`src/rtl/core/aarm_pkg.sv`:
```
// aarm_pkg: item types, datapath widths and constants of the axis-angle rotation block
// no dependencies; used by the interfaces and every core module
`timescale 1ns / 1ps

package aarm_pkg;

  typedef struct packed {
    logic signed [15:0] axis_x;
    logic signed [15:0] axis_y;
    logic signed [15:0] axis_z;
    logic signed [15:0] angle;
  } in_item_t;

  typedef struct packed {
    logic signed [15:0] m00;
    logic signed [15:0] m01;
    logic signed [15:0] m02;
    logic signed [15:0] m10;
    logic signed [15:0] m11;
    logic signed [15:0] m12;
    logic signed [15:0] m20;
    logic signed [15:0] m21;
    logic signed [15:0] m22;
    logic               axis_zero;
  } out_item_t;

  // angle to binary angle scale factors
  localparam int                 K_W   = 27;
  localparam logic signed [26:0] RAD_K = 27'sd42722830;
  localparam logic signed [26:0] DEG_K = 27'sd47721859;
  localparam int                 PROD_W = 43;

  // cordic
  localparam int                 XY_W       = 34;
  localparam int                 Z_W        = 33;
  localparam int                 ATAN_COUNT = 24;
  localparam logic signed [33:0] GAIN_Q30   = 34'sd652032874;
  localparam int                 ONE_Q30    = 1 << 30;

  // cordic and square root share one pipeline length
  localparam int PIPE_STAGES = 32;

  // divider
  localparam int NUM_W   = 64;
  localparam int DEN_W   = 32;
  localparam int QUO_W   = 34;
  localparam int QS_W    = QUO_W + 1;
  localparam int DIV_LAT = QUO_W + 2;

  localparam logic signed [15:0] ONE_Q14 = 16'sd16384;

  function automatic logic [31:0] atan_turn(input logic [4:0] idx);
    logic [31:0] v;
    case (idx)
      5'd0:  v = 32'h20000000;
      5'd1:  v = 32'h12E4051D;
      5'd2:  v = 32'h09FB385B;
      5'd3:  v = 32'h051111D4;
      5'd4:  v = 32'h028B0D43;
      5'd5:  v = 32'h0145D7E1;
      5'd6:  v = 32'h00A2F61E;
      5'd7:  v = 32'h00517C55;
      5'd8:  v = 32'h0028BE53;
      5'd9:  v = 32'h00145F2E;
      5'd10: v = 32'h000A2F98;
      5'd11: v = 32'h000517CC;
      5'd12: v = 32'h00028BE6;
      5'd13: v = 32'h000145F3;
      5'd14: v = 32'h0000A2F9;
      5'd15: v = 32'h0000517C;
      5'd16: v = 32'h000028BE;
      5'd17: v = 32'h0000145F;
      5'd18: v = 32'h00000A2F;
      5'd19: v = 32'h00000517;
      5'd20: v = 32'h0000028B;
      5'd21: v = 32'h00000145;
      5'd22: v = 32'h000000A2;
      5'd23: v = 32'h00000051;
      default: v = 32'h0;
    endcase
    return v;
  endfunction

endpackage

```
`src/rtl/core/aarm_sqrt.sv`:
```
// aarm_sqrt: pipelined floor square root of n2 * 2^32, one result bit per stage
// depends on aarm_pkg
`timescale 1ns / 1ps

module aarm_sqrt (
  input  logic        clk_i,
  input  logic        en_i,
  input  logic [31:0] n2_i,
  output logic [31:0] root_o
);

  localparam int N = aarm_pkg::PIPE_STAGES;

  logic [34:0] rem_q  [N+1];
  logic [31:0] root_q [N+1];
  logic [63:0] v_q    [N+1];

  assign rem_q[0]  = '0;
  assign root_q[0] = '0;
  assign v_q[0]    = {n2_i, 32'h0};

  for (genvar k = 0; k < N; k++) begin : g_stage
    logic [34:0] rem_n, trial;
    logic [34:0] rem_d;
    logic [31:0] root_d;

    always_comb begin
      rem_n = {rem_q[k][32:0], v_q[k][63:62]};
      trial = {1'b0, root_q[k], 2'b01};
      if (rem_n >= trial) begin
        rem_d  = rem_n - trial;
        root_d = {root_q[k][30:0], 1'b1};
      end else begin
        rem_d  = rem_n;
        root_d = {root_q[k][30:0], 1'b0};
      end
    end

    always_ff @(posedge clk_i) begin
      if (en_i) begin
        rem_q[k+1]  <= rem_d;
        root_q[k+1] <= root_d;
        v_q[k+1]    <= {v_q[k][61:0], 2'b00};
      end
    end
  end

  assign root_o = root_q[N];

endmodule

```
`config.mk`:
```
export PLATFORM = sky130hd
export DESIGN_NAME = aarm_sqrt
export DESIGN_NICKNAME = d
export VERILOG_FILES = /design/src/rtl/core/aarm_pkg.sv /design/src/rtl/core/aarm_sqrt.sv
export SDC_FILE = /design/constraint.sdc
export NUM_CORES = 2
export LEC_CHECK = 0
export ABC_CLOCK_PERIOD_IN_PS = 3800
export BUFFER_PORTS_ARGS = -buffer_cell sky130_fd_sc_hd__buf_4
export CORE_MARGIN = 4
export CORE_UTILIZATION = 24
export CTS_CLUSTER_SIZE = 20
export DETAILED_ROUTE_END_ITERATION = 8
export GPL_TIMING_DRIVEN = 0
export PLACE_DENSITY_LB_ADDON = 0.3
export SKIP_LAST_GASP = 1
export SLEW_MARGIN = 20
export SYNTH_ARGS = -nofsm -noshare
export SYNTH_HDL_FRONTEND = slang
export SYNTH_SLANG_ARGS = --single-unit
```
`constraint.sdc`:
```
create_clock -name clk_i -period 3.8 [get_ports clk_i]
set_input_delay 0 -clock clk_i [delete_from_list [all_inputs] [get_ports clk_i]]
set_output_delay 0 -clock clk_i [all_outputs]
set_load 0.02 [all_outputs]
```
Word level (Yosys, flattened, before mapping)

Cells that the tools add are included.

Flip-flop bits (word level): 1761
Input bits: 34
Output and inout bits: 32
Word-level logic and storage cells: 220

Add/subtract/negate cells: 31
Order comparisons: 32
Mux-type cells: 63

Operators with widths:

| operator                                         | number |
|---|---|
| 33-bit two-way mux                               | 30 |
| 35-bit by 10-bit >= comparator with 1-bit output | 1 |
| 35-bit by 11-bit >= comparator with 1-bit output | 1 |
| 35-bit by 12-bit >= comparator with 1-bit output | 1 |
| 35-bit by 13-bit >= comparator with 1-bit output | 1 |
| 35-bit by 14-bit >= comparator with 1-bit output | 1 |
| 35-bit by 15-bit >= comparator with 1-bit output | 1 |
| 35-bit by 16-bit >= comparator with 1-bit output | 1 |
| 35-bit by 17-bit >= comparator with 1-bit output | 1 |
| 35-bit by 18-bit >= comparator with 1-bit output | 1 |
| 35-bit by 19-bit >= comparator with 1-bit output | 1 |
| 35-bit by 20-bit >= comparator with 1-bit output | 1 |
| 35-bit by 21-bit >= comparator with 1-bit output | 1 |
| 35-bit by 22-bit >= comparator with 1-bit output | 1 |
| 35-bit by 23-bit >= comparator with 1-bit output | 1 |
| 35-bit by 24-bit >= comparator with 1-bit output | 1 |
| 35-bit by 25-bit >= comparator with 1-bit output | 1 |
| 35-bit by 26-bit >= comparator with 1-bit output | 1 |
| 35-bit by 27-bit >= comparator with 1-bit output | 1 |
| 35-bit by 28-bit >= comparator with 1-bit output | 1 |
| 35-bit by 29-bit >= comparator with 1-bit output | 1 |
| 35-bit by 3-bit >= comparator with 1-bit output  | 1 |
| 35-bit by 30-bit >= comparator with 1-bit output | 1 |
| 35-bit by 31-bit >= comparator with 1-bit output | 1 |
| 42 further kinds                                 | 73 |

Longest topological paths before layout

Word-level depth: 2
Mapped depth: 15

Least setup slack after synthesis

No wires, ideal clock.

Kind: reg-to-reg
Start: register rem_q (netlist bit g_stage[8].rem_n[12])
End: register rem_q (netlist bit g_stage[9].rem_n[34]), data pin
Setup time: 0.258 ns
Data arrival time: 3.790 ns
Data required time: 3.542 ns
Path slack: -0.248 ns
Cell stages (with the launch flop): 13
Buffers on the path: 2
Cell sequence: edfxtp_1 -> or4_4 -> or4_4 -> or3_1 -> or4_1 -> nand3_1 -> nor2_1 -> and2_4 -> buf_6 -> or4_4 -> buf_6 -> or4_4 -> xnor2_2

Word-level cells in the longest chain between the ends: 2
Elaborated cells between the ends (all ways): 3
Those cells by class: add/sub: 1; order compare: 1; mux: 1

RTL lines:

| item                                                                                                               | line                             | text |
|---|---|---|
| from (decl)                                                                                                        | aarm_sqrt.sv:14                  | `logic [34:0] rem_q [N+1];` |
| from (signal, indexed assignment)                                                                                  | aarm_sqrt.sv:41                  | `rem_q[k+1] <= rem_d;` |
| 33-bit by 10-bit subtractor with 33-bit output or 35-bit by 10-bit >= comparator with 1-bit output (tied branches) | aarm_sqrt.sv:31, aarm_sqrt.sv:30 |  |
| 33-bit two-way mux *                                                                                               | aarm_sqrt.sv:30                  | `if (rem_n >= trial) begin` |
| net g_stage[8].rem_d[32]                                                                                           | aarm_sqrt.sv:24                  | `logic [34:0] rem_d;` |

Mark *: on every way through the listed nets, which the timed path passes. The rest lies on a longest branch.
A chain may end at the register's enable or synchronous reset.

Worst setup path in the final report

Ends and elaborated chain as after synthesis.

==> metrics.md <==
| Metric | Value |
|---|---|
| Synth Net Count | 8276 |
| GP Congestion | 0.927 |
| Main flop type after synthesis | edfxtp_1 |
| Average wire per standard cell | 14.9 µm |
| Post-layout util | 0.284 |
| Min setup slack post-route | -0.0473 ns |
| CP Class | register to register |
| Placed insts | 12700 |
| Worst R2R End | g_stage[9].rem_n[34]$_DFFE_PP_ |
| Fmax | 0.260 GHz |
| Fillers | 38100 |
| HPWL Detailed | 144000 µm |
| Worst Tran Pin Value | 0.898 ns |
| Mapped Avg Cell Area | 11.7 µm² |
| ANT nets after route | 0 |
| Setup TNS | -0.0907 ns |
| Max-cap violations | 0 |
| Vias in the first global route | 59800 |
| Reg clk slew, reported paths | 0.06 ns |
| R2r setup slk | -0.05 ns |
| CP required | 4.42 ns |
| Final Hold Fails | 0 |
| Failing checks | negative setup slack |
| Worst r2r src | g_stage[8].rem_n[12]$_DFFE_PP_ |
| Hold Path Stages | 2 |
| Worst VDD drop | 0.394 mV |
| Die W | 620 µm |
| Sequential-to-total area share from yosys stat | 0.577 |
| IO Pins | 66 |
| Cell variety after synth | 83 |
| Hold_sp | en_i |
| Number of DRC markers in iteration 0 | 3516 |
| Mapped Cells | 7697 |
| Largest net degree at the start of global routing | 165 |
| Sink Count | 1728 |
| Tmin final | 3.85 ns |
| Relative slew slack | 0.396 |
| Initial antenna violation count | 2 |
| Ys Warns | 0 |
| Final non-filler cell total | 13300 |
| Post-DP Area | 0.0970 mm² |
| DR vias/cell | 4.44 |
| Crit path DAT | 4.47 ns |
| Fraction of final layout cells with drive strength greater than 1 | 0.0918 |
| Post-route clock period utilization | 1.01 |
| GRT Residual Overflow | 0 |
| Via count | 58800 |
| RSZ-0062 raised after global routing | yes |
| Layout Skew | 0.0966 ns |
| Max clock buf depth | 4 |
| Nets | 8695 |
| Post-route cell area | 0.106 mm² |
| Effective utilization at floorplan | 0.241 |
| FP Rows | 224 |
| Die Area | 0.385 mm² |
| Post-synthesis cell area | 0.0899 mm² |
| All-Layer GR Usage | 0.0996 |
| Lkg Pwr | 39.8 nW |
| Status | finished, violations left |
| Final setup viols | 2 |
| Post-synth ARST share | 0 |
| R2R cell count | 10 |
| Port bufs | 65 |
| Yosys reg bits | 1728 |
| H-Tree Depth | 4 |
| Total CTS buffers | 201 |
| Skew-Pair Late Insertion Delay | 0.90 ns |
| Max-slew violations | 0 |
| CP endpoint kind | register |
| Total iterations of the first detailed-routing run | 6 |
| Post-synth EDFFs | 1728 |
| Area grow syn2layout | 17.6% |
| Critical Path Source Type | register |
| CTS root buf | clkbuf_16 |
| Global-route wire length before repair | 317000 µm |
| Worst hold path type | input pin to register |
| Chip height | 620 µm |
| Crit-path max FO | 4 |
| Power Density | 562 mW/mm² |
| Residual DRC count | 0 |
| TritonCTS clock tree | done |
| WL final | 198000 µm |
| Hold Path End | v_q[2018]$_DFFE_PP_ |
| Core area | 0.373 mm² |
## final cells by class
class / count / area (µm²) / share of cell area
multi-input combinational: 5131 / 35900 / 0.339
timing repair buffer: 223 / 2130 / 0.0202
buffer: 124 / 617 / 0.00583
inverter: 707 / 2660 / 0.0251
clock buffer: 253 / 5330 / 0.0504
sequential: 1728 / 51900 / 0.491
tap: 4972 / 6220 / 0.0588
antenna: 2 / 5.00 / 0.0000473
clock inverter: 111 / 1050 / 0.00994
## where the power goes
part | internal [mW] | total [mW] | switching, mW
Clock | 11.0 | 18.7 | 7.70
Combinational | 6.11 | 14.2 | 8.06
Sequential | 24.7 | 26.6 | 1.86
Total | 41.9 | 59.5 | 17.6
## through the flow
stage               power, mW  hold WS [ns]  setup WS, ns
floorplan                36.3        0.0989        -0.248
global placement         40.5         0.178        -12.75
detailed placement       40.3         0.179         -1.15
CTS                      60.0         0.165        -0.155
global route             63.1         0.243        -0.121
finish                   59.5         0.246       -0.0473
## how the worst max path moves through the flow
stage                                            endpoint                      startpoint  slack (ns)  cells past startpoint
after floorplan            g_stage[9].rem_n[34]$_DFFE_PP_  g_stage[8].rem_n[12]$_DFFE_PP_       -0.25                     12
after global placement                root_o[4]$_DFFE_PP_                            en_i      -12.75                      1
after detailed placement  g_stage[29].rem_n[26]$_DFFE_PP_  g_stage[28].rem_n[7]$_DFFE_PP_       -1.15                     13
after CTS                  g_stage[9].rem_n[34]$_DFFE_PP_  g_stage[8].rem_n[13]$_DFFE_PP_       -0.15                     10
after global routing       g_stage[9].rem_n[34]$_DFFE_PP_  g_stage[8].rem_n[12]$_DFFE_PP_       -0.12                     10
final                      g_stage[9].rem_n[34]$_DFFE_PP_  g_stage[8].rem_n[12]$_DFFE_PP_       -0.05                     10
## worst max-delay path: stages (launching register included)
cell      delay [ns]
edfxtp_1        0.38
or4_4           0.56
or4_4           0.44
or3_4           0.37
or4_4           0.45
nand3_2         0.09
nor2_1          0.05
and2_4          0.15
or4_4           0.54
or4_4           0.44
xnor2_2         0.14
## cells in the mapped netlist, drive strengths merged, types with 10 or more instances
cell type	instances	area [µm²]
and3	36	225
a21boi	27	203
fa	15	300
xor2	404	3540
a21o	200	1500
o21ai	543	2720
edfxtp	1728	51900
nand4b	11	96.3
nand3b	18	135
buf	10	55.1
o2111ai	11	96.3
o31ai	50	375
mux2	66	743
o21a	74	556
a2111oi	12	111
or4	70	544
nor3b	11	82.6
nand2b	102	638
a21oi	458	2290
nor3	213	1070
o21bai	63	473
nor4	116	726
a311oi	14	123
nand4	59	369
and2	35	221
nand3	119	596
xnor2	367	3230
o211ai	27	203
clkbuf	121	464
nand2	640	2400
or3	79	494
inv	705	2650
a211oi	43	323
nor2b	67	419
and4	14	123
a41oi	12	105
or2	35	219
nor2	432	1620
a211o	12	105
a31oi	28	175
ha	530	6630
## state kept, by name, indices dropped and copies added (netlist names)
signal / flops
g_stage.rem_n: 990
g_stage.trial: 496
v_q: 210
root_o: 32
## cell usage in the layout (no fill, tap or decap), types with 32 or more instances in the layout
| master | count |
|---|---|
| a21o_1 | 200 |
| a21oi_1 | 443 |
| and2_1 | 33 |
| and3_1 | 35 |
| buf_4 | 148 |
| clkbuf_1 | 108 |
| clkbuf_16 | 207 |
| clkbuf_2 | 38 |
| clkinv_1 | 51 |
| dlygate4sd3_1 | 66 |
| edfxtp_1 | 1728 |
| ha_1 | 525 |
| inv_1 | 702 |
| mux2_2 | 66 |
| nand2_1 | 636 |
| nand2b_1 | 102 |
| nand3_1 | 114 |
| nand4_1 | 59 |
| nor2_1 | 431 |
| nor2b_1 | 66 |
| nor3_1 | 207 |
| nor4_1 | 88 |
| o21a_1 | 73 |
| o21ai_0 | 522 |
| o21bai_1 | 62 |
| o31ai_1 | 48 |
| or2_2 | 32 |
| or3_1 | 72 |
| or4_1 | 58 |
| xnor2_1 | 365 |
| xor2_1 | 403 |
## layer usage
metal	vias to the layer above	global-route usage	wire [µm]
li1	29000	-	-
met1	28200	0.119	83900
met2	1195	0.178	98600
met3	399	0.0158	8060
met4	0	0.0385	7350
met5	-	0	0
## cells by family after synthesis
kind of cell,count (synthesis),synth area share
and+or+nand+nor,2081,0.113
DFF,1728,0.577
AOI/OAI and AO/OA,1662,0.113
buffers and inverters,838,0.0353
xor gates and xnor gates,771,0.0753
adders and majority gates,545,0.0771
muxes,71,0.00882
other,1,0.0000417
## what timing repair did
| action | 4_1_cts | 5_1_grt |
|---|---|---|
| cloned | 1 | 1 |
| buffers inserted | 32 | 45 |
| hold buffers | 66 | 0 |
| endpoints found under the setup margin | 544 | 626 |
| gates resized for setup | 151 | 176 |
| endpoints found under the hold margin | 173 | 0 |
| pin swaps | 25 | 56 |
No activity file was read; power rests on OpenSTA's default activity.
